<file path="config.mk">
export PLATFORM = sky130hd
export DESIGN_NAME = radix_number_formatter
export DESIGN_NICKNAME = d
export VERILOG_FILES = /design/src/design/rnf_pkg.sv /design/src/design/rnf_front.sv /design/src/design/rnf_queue.sv /design/src/design/rnf_back.sv /design/src/design/radix_number_formatter.sv
export SDC_FILE = /design/constraint.sdc
export NUM_CORES = 1
export LEC_CHECK = 0
export BUFFER_PORTS_ARGS = -buffer_cell sky130_fd_sc_hd__buf_2
export CAP_MARGIN = 20
export CORE_AREA = 2 2 195 197
export DETAILED_ROUTE_END_ITERATION = 12
export DIE_AREA = 0 0 197 199
export HOLD_SLACK_MARGIN = 0.03
export PLACE_DENSITY_LB_ADDON = 0.15
export SLEW_MARGIN = 0
export SYNTH_ARGS = -nofsm -noshare
export SYNTH_HDL_FRONTEND = slang
export SYNTH_HIERARCHICAL = 1
export SYNTH_SLANG_ARGS = --single-unit
</file>
<file path="constraint.sdc">
create_clock -name i_clk -period 11.9 [get_ports i_clk]
set_clock_uncertainty 0.15 [all_clocks]
set_input_delay 0.595 -clock i_clk [delete_from_list [all_inputs] [get_ports i_clk]]
set_output_delay 0.595 -clock i_clk [all_outputs]
set_load 0.005 [all_outputs]
</file>
<file path="src/design/rnf_pkg.sv">
`timescale 1ns / 1ps

package rnf_pkg;

    localparam int OUT_LIMIT_DEF = 32;
    localparam int MAX_RESULTS   = 32;

    localparam int VAL_W   = 32;
    localparam int RADIX_W = 5;
    localparam int FW_W    = 6;
    localparam int CNT_W   = 6;
    localparam int CHAR_W  = 8;
    localparam int DIG_W   = 4;

    localparam int QDEPTH        = 2;
    localparam int BITS_PER_STEP = 8;
    localparam int STEPS         = VAL_W / BITS_PER_STEP;

    localparam logic [RADIX_W-1:0] RADIX_MIN = RADIX_W'(2);
    localparam logic [RADIX_W-1:0] RADIX_MAX = RADIX_W'(16);

    typedef struct packed {
        logic [VAL_W-1:0]   value;
        logic [RADIX_W-1:0] radix;
        logic [FW_W-1:0]    width;
        logic [CNT_W-1:0]   count;
        logic [CHAR_W-1:0]  lead;
        logic [CHAR_W-1:0]  tail;
    } t_job;

    // lower-case digit set "0123456789abcdef"
    function automatic logic [CHAR_W-1:0] digit_char(input logic [DIG_W-1:0] d);
        logic [CHAR_W-1:0] ext;
        ext = {{(CHAR_W-DIG_W){1'b0}}, d};
        if (d < DIG_W'(10)) begin
            return CHAR_W'(8'h30) + ext;
        end else begin
            return CHAR_W'(8'h57) + ext;
        end
    endfunction

endpackage

</file>
<file path="src/design/rnf_front.sv">
`timescale 1ns / 1ps

module rnf_front #(
    parameter int OUT_LIMIT = rnf_pkg::OUT_LIMIT_DEF
) (
    input  logic                             i_clk,
    input  logic                             i_rst_n,
    input  logic                             i_valid,
    output logic                             o_stall,
    input  logic [rnf_pkg::VAL_W-1:0]        i_value,
    input  logic [rnf_pkg::RADIX_W-1:0]      i_radix,
    input  logic [rnf_pkg::FW_W-1:0]         i_field_width,
    input  logic [rnf_pkg::CNT_W-1:0]        i_char_count,
    input  logic [rnf_pkg::CHAR_W-1:0]       i_lead_pad,
    input  logic [rnf_pkg::CHAR_W-1:0]       i_tail_pad,
    input  logic                             i_q_full,
    output logic                             o_push,
    output rnf_pkg::t_job                    o_job
);

    localparam int CNT_CAP = (OUT_LIMIT > rnf_pkg::MAX_RESULTS) ?
                             rnf_pkg::MAX_RESULTS : OUT_LIMIT;
    localparam logic [rnf_pkg::CNT_W-1:0] CAP = rnf_pkg::CNT_W'(CNT_CAP);

    logic [rnf_pkg::RADIX_W-1:0] radix_c;
    logic [rnf_pkg::CNT_W-1:0]   count_c;
    logic                        accept;

    always_comb begin
        if (i_radix < rnf_pkg::RADIX_MIN) begin
            radix_c = rnf_pkg::RADIX_MIN;
        end else if (i_radix > rnf_pkg::RADIX_MAX) begin
            radix_c = rnf_pkg::RADIX_MAX;
        end else begin
            radix_c = i_radix;
        end
        count_c = (i_char_count > CAP) ? CAP : i_char_count;
    end

    assign o_stall = i_q_full;
    assign accept  = i_valid && !i_q_full;
    // zero-length words produce nothing and are dropped here
    assign o_push  = accept && (count_c != '0);

    assign o_job.value = i_value;
    assign o_job.radix = radix_c;
    assign o_job.width = i_field_width;
    assign o_job.count = count_c;
    assign o_job.lead  = i_lead_pad;
    assign o_job.tail  = i_tail_pad;

`ifndef NO_ASSERTIONS
    a_push_nonzero: assert property (@(posedge i_clk) disable iff (!i_rst_n)
        o_push |-> (o_job.count != '0 && o_job.count <= CAP))
        else $error("front pushed bad count");
    a_radix_range: assert property (@(posedge i_clk) disable iff (!i_rst_n)
        o_push |-> (o_job.radix >= rnf_pkg::RADIX_MIN && o_job.radix <= rnf_pkg::RADIX_MAX))
        else $error("front pushed bad radix");
    a_no_push_full: assert property (@(posedge i_clk) disable iff (!i_rst_n)
        i_q_full |-> !o_push)
        else $error("push into full queue");
`endif

endmodule

</file>
<file path="src/design/rnf_queue.sv">
`timescale 1ns / 1ps

module rnf_queue (
    input  logic           i_clk,
    input  logic           i_rst_n,
    input  logic           i_push,
    input  rnf_pkg::t_job  i_data,
    output logic           o_full,
    input  logic           i_pop,
    output rnf_pkg::t_job  o_data,
    output logic           o_empty
);

    localparam int PTR_W = (rnf_pkg::QDEPTH > 1) ? $clog2(rnf_pkg::QDEPTH) : 1;
    localparam int CNT_W = $clog2(rnf_pkg::QDEPTH + 1);
    localparam logic [CNT_W-1:0] DEPTH = CNT_W'(rnf_pkg::QDEPTH);
    localparam logic [PTR_W-1:0] LAST  = PTR_W'(rnf_pkg::QDEPTH - 1);

    rnf_pkg::t_job    r_mem [rnf_pkg::QDEPTH];
    logic [PTR_W-1:0] r_wptr;
    logic [PTR_W-1:0] r_rptr;
    logic [CNT_W-1:0] r_cnt;
    logic             do_push;
    logic             do_pop;

    assign o_full  = (r_cnt == DEPTH);
    assign o_empty = (r_cnt == '0);
    assign do_push = i_push && !o_full;
    assign do_pop  = i_pop && !o_empty;
    assign o_data  = r_mem[r_rptr];

    always_ff @(posedge i_clk) begin
        if (do_push) begin
            r_mem[r_wptr] <= i_data;
        end
        if (!i_rst_n) begin
            r_wptr <= '0;
            r_rptr <= '0;
            r_cnt  <= '0;
        end else begin
            if (do_push) begin
                r_wptr <= (r_wptr == LAST) ? '0 : r_wptr + PTR_W'(1);
            end
            if (do_pop) begin
                r_rptr <= (r_rptr == LAST) ? '0 : r_rptr + PTR_W'(1);
            end
            case ({do_push, do_pop})
                2'b10:   r_cnt <= r_cnt + CNT_W'(1);
                2'b01:   r_cnt <= r_cnt - CNT_W'(1);
                default: r_cnt <= r_cnt;
            endcase
        end
    end

endmodule

</file>
<file path="src/design/rnf_back.sv">
`timescale 1ns / 1ps

module rnf_back (
    input  logic                         i_clk,
    input  logic                         i_rst_n,
    input  logic                         i_empty,
    input  rnf_pkg::t_job                i_job,
    output logic                         o_pop,
    output logic                         o_valid,
    input  logic                         i_stall,
    output logic [rnf_pkg::CHAR_W-1:0]   o_out_char,
    output logic                         o_last
);

    localparam int VW   = rnf_pkg::VAL_W;
    localparam int BPS  = rnf_pkg::BITS_PER_STEP;
    localparam int CW   = rnf_pkg::CNT_W;
    localparam int DW   = rnf_pkg::DIG_W;
    localparam int RW   = rnf_pkg::RADIX_W;
    localparam int IDXW = $clog2(rnf_pkg::MAX_RESULTS);
    localparam int PH_W = (rnf_pkg::STEPS > 1) ? $clog2(rnf_pkg::STEPS) : 1;
    localparam logic [PH_W-1:0] PH_LAST  = PH_W'(rnf_pkg::STEPS - 1);
    localparam logic [CW-1:0]   DIG_LAST = CW'(VW - 1);

    typedef enum logic [1:0] {S_IDLE, S_DIV, S_PREP, S_EMIT} t_state;

    t_state                    r_state, n_state;
    logic [VW-1:0]             r_val, n_val;
    logic [DW-1:0]             r_rem, n_rem;
    logic [PH_W-1:0]           r_phase, n_phase;
    logic [RW-1:0]             r_radix, n_radix;
    logic [rnf_pkg::FW_W-1:0]  r_width, n_width;
    logic [CW-1:0]             r_count, n_count;
    logic [rnf_pkg::CHAR_W-1:0] r_lead, n_lead;
    logic [rnf_pkg::CHAR_W-1:0] r_tail, n_tail;
    logic [CW-1:0]             r_ndig, n_ndig;
    logic [DW-1:0]             r_digs [rnf_pkg::MAX_RESULTS];
    logic [CW-1:0]             r_lead_n, n_lead_n;
    logic [CW-1:0]             r_pos, n_pos;
    logic [CW-1:0]             r_next, n_next;
    logic                      r_out_valid, n_out_valid;
    logic [rnf_pkg::CHAR_W-1:0] r_out_char, n_out_char;
    logic                      r_out_last, n_out_last;

    logic                      dig_we;
    logic [DW-1:0]             step_rem;
    logic [BPS-1:0]            step_q;
    logic [VW-1:0]             quot;
    logic                      can_load;
    logic                      load_last;

    // one byte of restoring long division per cycle
    always_comb begin
        logic [DW:0]   t;
        logic [DW-1:0] rem;
        rem    = r_rem;
        step_q = '0;
        for (int k = 0; k < BPS; k++) begin
            t = {rem, r_val[VW-1-k]};
            if (t >= (DW+1)'(r_radix)) begin
                step_q[BPS-1-k] = 1'b1;
                rem = DW'(t - (DW+1)'(r_radix));
            end else begin
                rem = t[DW-1:0];
            end
        end
        step_rem = rem;
    end

    assign quot     = {r_val[VW-BPS-1:0], step_q};
    assign can_load = !r_out_valid || !i_stall;
    assign o_pop    = (r_state == S_IDLE) && !i_empty;
    assign load_last = (r_state == S_EMIT) && can_load && (r_pos == r_count - CW'(1));

    always_comb begin
        logic [CW-1:0] nm1;
        logic [CW-1:0] diff;
        n_state     = r_state;
        n_val       = r_val;
        n_rem       = r_rem;
        n_phase     = r_phase;
        n_radix     = r_radix;
        n_width     = r_width;
        n_count     = r_count;
        n_lead      = r_lead;
        n_tail      = r_tail;
        n_ndig      = r_ndig;
        n_lead_n    = r_lead_n;
        n_pos       = r_pos;
        n_next      = r_next;
        n_out_valid = r_out_valid && i_stall;
        n_out_char  = r_out_char;
        n_out_last  = r_out_last;
        dig_we      = 1'b0;
        nm1         = r_next - CW'(1);
        diff        = CW'(r_width) - r_ndig;

        unique case (r_state)
            S_IDLE: begin
                if (!i_empty) begin
                    n_val   = i_job.value;
                    n_radix = i_job.radix;
                    n_width = i_job.width;
                    n_count = i_job.count;
                    n_lead  = i_job.lead;
                    n_tail  = i_job.tail;
                    n_rem   = '0;
                    n_phase = '0;
                    n_ndig  = '0;
                    n_state = S_DIV;
                end
            end
            S_DIV: begin
                n_val   = quot;
                n_rem   = step_rem;
                n_phase = r_phase + PH_W'(1);
                if (r_phase == PH_LAST) begin
                    dig_we  = 1'b1;
                    n_ndig  = r_ndig + CW'(1);
                    n_rem   = '0;
                    n_phase = '0;
                    if (quot == '0 || r_ndig == DIG_LAST) begin
                        n_state = S_PREP;
                    end
                end
            end
            S_PREP: begin
                if (CW'(r_width) > r_ndig) begin
                    n_lead_n = (diff > r_count) ? r_count : diff;
                end else begin
                    n_lead_n = '0;
                end
                n_next  = r_ndig;
                n_pos   = '0;
                n_state = S_EMIT;
            end
            S_EMIT: begin
                if (can_load) begin
                    n_out_valid = 1'b1;
                    n_pos       = r_pos + CW'(1);
                    if (r_pos < r_lead_n) begin
                        n_out_char = r_lead;
                    end else if (r_next != '0) begin
                        n_out_char = rnf_pkg::digit_char(r_digs[nm1[IDXW-1:0]]);
                        n_next     = nm1;
                    end else begin
                        n_out_char = r_tail;
                    end
                    n_out_last = load_last;
                    if (load_last) begin
                        n_state = S_IDLE;
                    end
                end
            end
            default: n_state = S_IDLE;
        endcase
    end

    always_ff @(posedge i_clk) begin
        r_val      <= n_val;
        r_rem      <= n_rem;
        r_phase    <= n_phase;
        r_radix    <= n_radix;
        r_width    <= n_width;
        r_count    <= n_count;
        r_lead     <= n_lead;
        r_tail     <= n_tail;
        r_ndig     <= n_ndig;
        r_lead_n   <= n_lead_n;
        r_pos      <= n_pos;
        r_next     <= n_next;
        r_out_char <= n_out_char;
        r_out_last <= n_out_last;
        if (dig_we) begin
            r_digs[r_ndig[IDXW-1:0]] <= step_rem;
        end
        if (!i_rst_n) begin
            r_state     <= S_IDLE;
            r_out_valid <= 1'b0;
        end else begin
            r_state     <= n_state;
            r_out_valid <= n_out_valid;
        end
    end

    assign o_valid    = r_out_valid;
    assign o_out_char = r_out_char;
    assign o_last     = r_out_last;

`ifndef NO_ASSERTIONS
    a_pos_in_range: assert property (@(posedge i_clk) disable iff (!i_rst_n)
        (r_state == S_EMIT) |-> (r_pos < r_count))
        else $error("emit position past count");
    a_ndig_bound: assert property (@(posedge i_clk) disable iff (!i_rst_n)
        (r_state == S_PREP) |-> (r_ndig != '0 && r_ndig <= CW'(VW)))
        else $error("digit count out of range");
    a_last_to_idle: assert property (@(posedge i_clk) disable iff (!i_rst_n)
        load_last |=> (r_state == S_IDLE && r_out_valid && r_out_last))
        else $error("final word not followed by idle");
`endif

endmodule

</file>
<file path="src/design/radix_number_formatter.sv">
`timescale 1ns / 1ps

// Formats a 32-bit unsigned value as lower-case ASCII digits in base 2..16
// (out-of-range bases clamp to 2 or 16) and emits exactly char_count words
// (clamped to the output limit, zero gives no words), one character each,
// o_last set on the final one: leading pads for width beyond the digit
// count, then digits most significant first, then trailing pads; low digits
// are dropped when room runs out. The front classifies items into a
// two-entry queue; the back divides one byte of quotient per cycle for each
// digit (up to 32 in base 2), then emits the words, holding them while the
// output side stalls.
module radix_number_formatter #(
    parameter int P_OUT_LIMIT = rnf_pkg::OUT_LIMIT_DEF
) (
    input  logic                          i_clk,
    input  logic                          i_rst_n,
    input  logic                          i_valid,
    output logic                          o_stall,
    input  logic [rnf_pkg::VAL_W-1:0]     i_value,
    input  logic [rnf_pkg::RADIX_W-1:0]   i_radix,
    input  logic [rnf_pkg::FW_W-1:0]      i_field_width,
    input  logic [rnf_pkg::CNT_W-1:0]     i_char_count,
    input  logic [rnf_pkg::CHAR_W-1:0]    i_lead_pad,
    input  logic [rnf_pkg::CHAR_W-1:0]    i_tail_pad,
    output logic                          o_valid,
    input  logic                          i_stall,
    output logic [rnf_pkg::CHAR_W-1:0]    o_out_char,
    output logic                          o_last
);

    rnf_pkg::t_job push_job;
    rnf_pkg::t_job head_job;
    logic          push;
    logic          q_full;
    logic          q_empty;
    logic          pop;

    rnf_front #(
        .OUT_LIMIT (P_OUT_LIMIT)
    ) u_front (
        .i_clk         (i_clk),
        .i_rst_n       (i_rst_n),
        .i_valid       (i_valid),
        .o_stall       (o_stall),
        .i_value       (i_value),
        .i_radix       (i_radix),
        .i_field_width (i_field_width),
        .i_char_count  (i_char_count),
        .i_lead_pad    (i_lead_pad),
        .i_tail_pad    (i_tail_pad),
        .i_q_full      (q_full),
        .o_push        (push),
        .o_job         (push_job)
    );

    rnf_queue u_queue (
        .i_clk   (i_clk),
        .i_rst_n (i_rst_n),
        .i_push  (push),
        .i_data  (push_job),
        .o_full  (q_full),
        .i_pop   (pop),
        .o_data  (head_job),
        .o_empty (q_empty)
    );

    rnf_back u_back (
        .i_clk      (i_clk),
        .i_rst_n    (i_rst_n),
        .i_empty    (q_empty),
        .i_job      (head_job),
        .o_pop      (pop),
        .o_valid    (o_valid),
        .i_stall    (i_stall),
        .o_out_char (o_out_char),
        .o_last     (o_last)
    );

endmodule
</file>
==> flow_summary.toml <==
[routing]
antenna_violating_nets_post_route = 0
wl_per_cell_um = 19.8
num_vias = 9406
drt-total-wl_mm = 34.5
drt_iter0_drc = 493
drcViolationCount = 0
post_drt_via_cell_ratio = 5.38
first_pass_iters = 5

[global_routing]
grt_pass1_wl_mm = 53.6
grt_overflow = 0
grt_pass1_vias = 9652
antenna_found_initial = 1
grt_max_degree = 66
gr-usage-all-layers = 0.180

[synth]
synth-main-ff-cell = "edfxtp_1"
synth_fa_ha_area_frac = 0.0620
synth_nets = 1336
yosys.area.top_type = "edfxtp_1"
netlist.area_leader.share = 0.616
ys_top_cells_by_area = "edfxtp_1 62%, mux2_2 7.0%, ha_1 5.2%"
synthSimpleGateAreaFrac = 0.0708
ys_seq_area_frac = 0.625
synthArstFlopShare = 0
synthCells = 1185
synth.area.mux_share = 0.121
yosysUniqueCellTypes = 81
synth-edff-count = 362
synth_xor_area_frac = 0.0233
ys_ff_latch = 370
yosys_warnings = 6
syn-cell-area_um2 = 17600
synth_compound_area_frac = 0.0508
syn_area_per_cell_um2 = 14.9
synth_top_family_by_area = "multiplexers"

[cts]
h-tree-depth = 2
cts_buffer_depth = 3
root_buffer = "clkbuf_16"
cts.sink_count = 370
clk_pin_slew_ps = 60
numCtsBuffers = 40
clk_latency_ps = 550
cts_tree = "yes"

[die]
rows = 71
dieArea_um2 = 39200
initial_core_util = 0.475
coreArea_um2 = 37100
die_h_um = 199
io_pins = 80
die_w_um = 197

[setup_path]
end_kind = "flip-flop"
path_class = "reg2reg"
cpPeakStageDelay_ps = 420
cpMaxStageDelayCell = "mux2_2"
cpMostUsedCell = "ha_1"
arrival_ps = 11670
crit_required_ps = 12190
critPathMaxFanout = 8
start_kind = "flip-flop"

[timing]
report.final.slew_viol_count = 0
worst_slew_pin_slew_ps = 976
setup_viol = 0
finalCriticalPeriod_ps = 11380
fin_crit_sh = 0.956
report.final.hold_viol_count = 0
max-slew-margin-rel = 0.349
clock.fmax_ghz = 0.0879

[finish]
fillers = 3106
drive_gt1_frac = 0.264
n_antenna_cell = 0
nets = 1398
fin_area_um2 = 19600
area_growth_pct = 11.1

[worst_hold_path]
hold_class = "in2reg"

[run_status]
outcome = "completed"

[placement]
gp_congestion = 0.826
placed_area_um2 = 18200
dp_hpwl_mm = 23.0
place.port_buffers = 79

[flow_run]
maxCapViolCount = 0
==> synth_stat cells (all sizes together) (8+ instances only) <==
master / count
a21o: 13
a21oi: 44
and2: 13
buf: 75
clkbuf: 13
dfxtp: 8
edfxtp: 362
fa: 9
ha: 73
inv: 60
mux2: 110
mux2i: 12
mux4: 32
nand2: 64
nand2b: 9
nand3: 31
nand4: 9
nor2: 89
nor2b: 15
o21a: 8
o21ai: 22
xnor2: 30
xor2: 14
==> repair_timing <==
action,4_1_cts,5_1_grt
hold buffers,0,0
buffers inserted,0,7
hold endpoints to repair,0,0
gates resized for setup,0,15
setup endpoints to repair,0,135
==> metal layers <==
| metal | vias up | GRT usage | wire length, um |
|---|---|---|---|
| li1 | 4525 | - | - |
| met1 | 4666 | 0.233 | 15400 |
| met2 | 161 | 0.313 | 17300 |
| met3 | 52 | 0.0278 | 1110 |
| met4 | 2 | 0.0560 | 771 |
| met5 | - | 0 | 7 |
==> path summary, 6_finish.rpt <==
check,start,to,slack [ps],cells after the start
max reg2reg,u_back/r_val[31],u_back/r_state[0],520,52
min reg2reg,u_queue/r_wptr,u_queue/r_wptr,350,2
max,u_back/r_val[31],u_back/r_state[0],520,52
min,i_tail_pad[0],u_queue/r_mem[0][0],90,1
==> state kept, by name, summed over array words and instances (netlist names), 4 cells and up, named ones only <==
signal	cells
u_back/o_out_char	8
u_back/r_width	6
u_queue/r_mem	130
u_back/r_tail	8
u_back/r_lead	8
u_back/r_next	6
u_back/r_pos	6
u_back/r_radix	5
u_back/r_rem	4
u_back/r_val	32
u_back/r_ndig	6
u_back/r_lead_n	6
u_back/r_digs	128
u_back/r_count	6
==> final cells by class <==
cell class	instances	area, um^2	area share
Clock inverter	19	208	0.0106
Inverter	61	229	0.0117
Clock buffer	50	1050	0.0535
Tap cell	474	593	0.0302
Multi-Input combinational cell	666	5880	0.300
Sequential cell	370	11000	0.563
Timing Repair Buffer	108	613	0.0313
==> metrics by stage <==
step                      utilization  hold slack, ps  instances  TNS [ps]  setup WS (ps)
after floorplan                     -             307       1185         0            113
after global placement          0.491             320       1672         0            467
after detailed placement        0.491             334       1672         0            112
after CTS                       0.525            65.0       1741         0           83.6
after global routing            0.528            66.2       1748     -2100           -108
final                           0.528            86.7       1748         0            523
==> cells by family (layout without fill, tap and decap cells) <==
kind of cell    count (synthesis)  in the layout
simple gates                  255            255
flops                         370            370
buf+inv                       149            238
mux                           154            154
fa+ha+maj                      82             82
xor+xnor                       44             44
compound gates                131            131
==> cells in the final DEF (no fill, tap or decap), types with 10 or more instances in the layout <==
master     instances
a21o_1            13
a21oi_1           38
and2_1            13
buf_2             79
buf_4             29
clkbuf_16         40
edfxtp_1         362
ha_1              72
inv_1             58
mux2_2           107
mux2i_1           10
mux4_1            14
mux4_2            18
nand2_1           64
nand3_1           28
nor2_1            88
nor2b_1           14
o21ai_0           12
xnor2_1           29
xor2_1            13
==> worst max-delay path, delay by kind of cell (launching register included) <==
kind            cells  cell delay, ps
buf+inv             8             840
flops               1             390
mux                 7            2590
compound gates     22            4300
fa+ha+maj           8            2100
simple gates        7             910
Power is left out: the tool's default activity adds up to more than one toggle a clock period on the data nets, which glitch-free logic cannot reach.
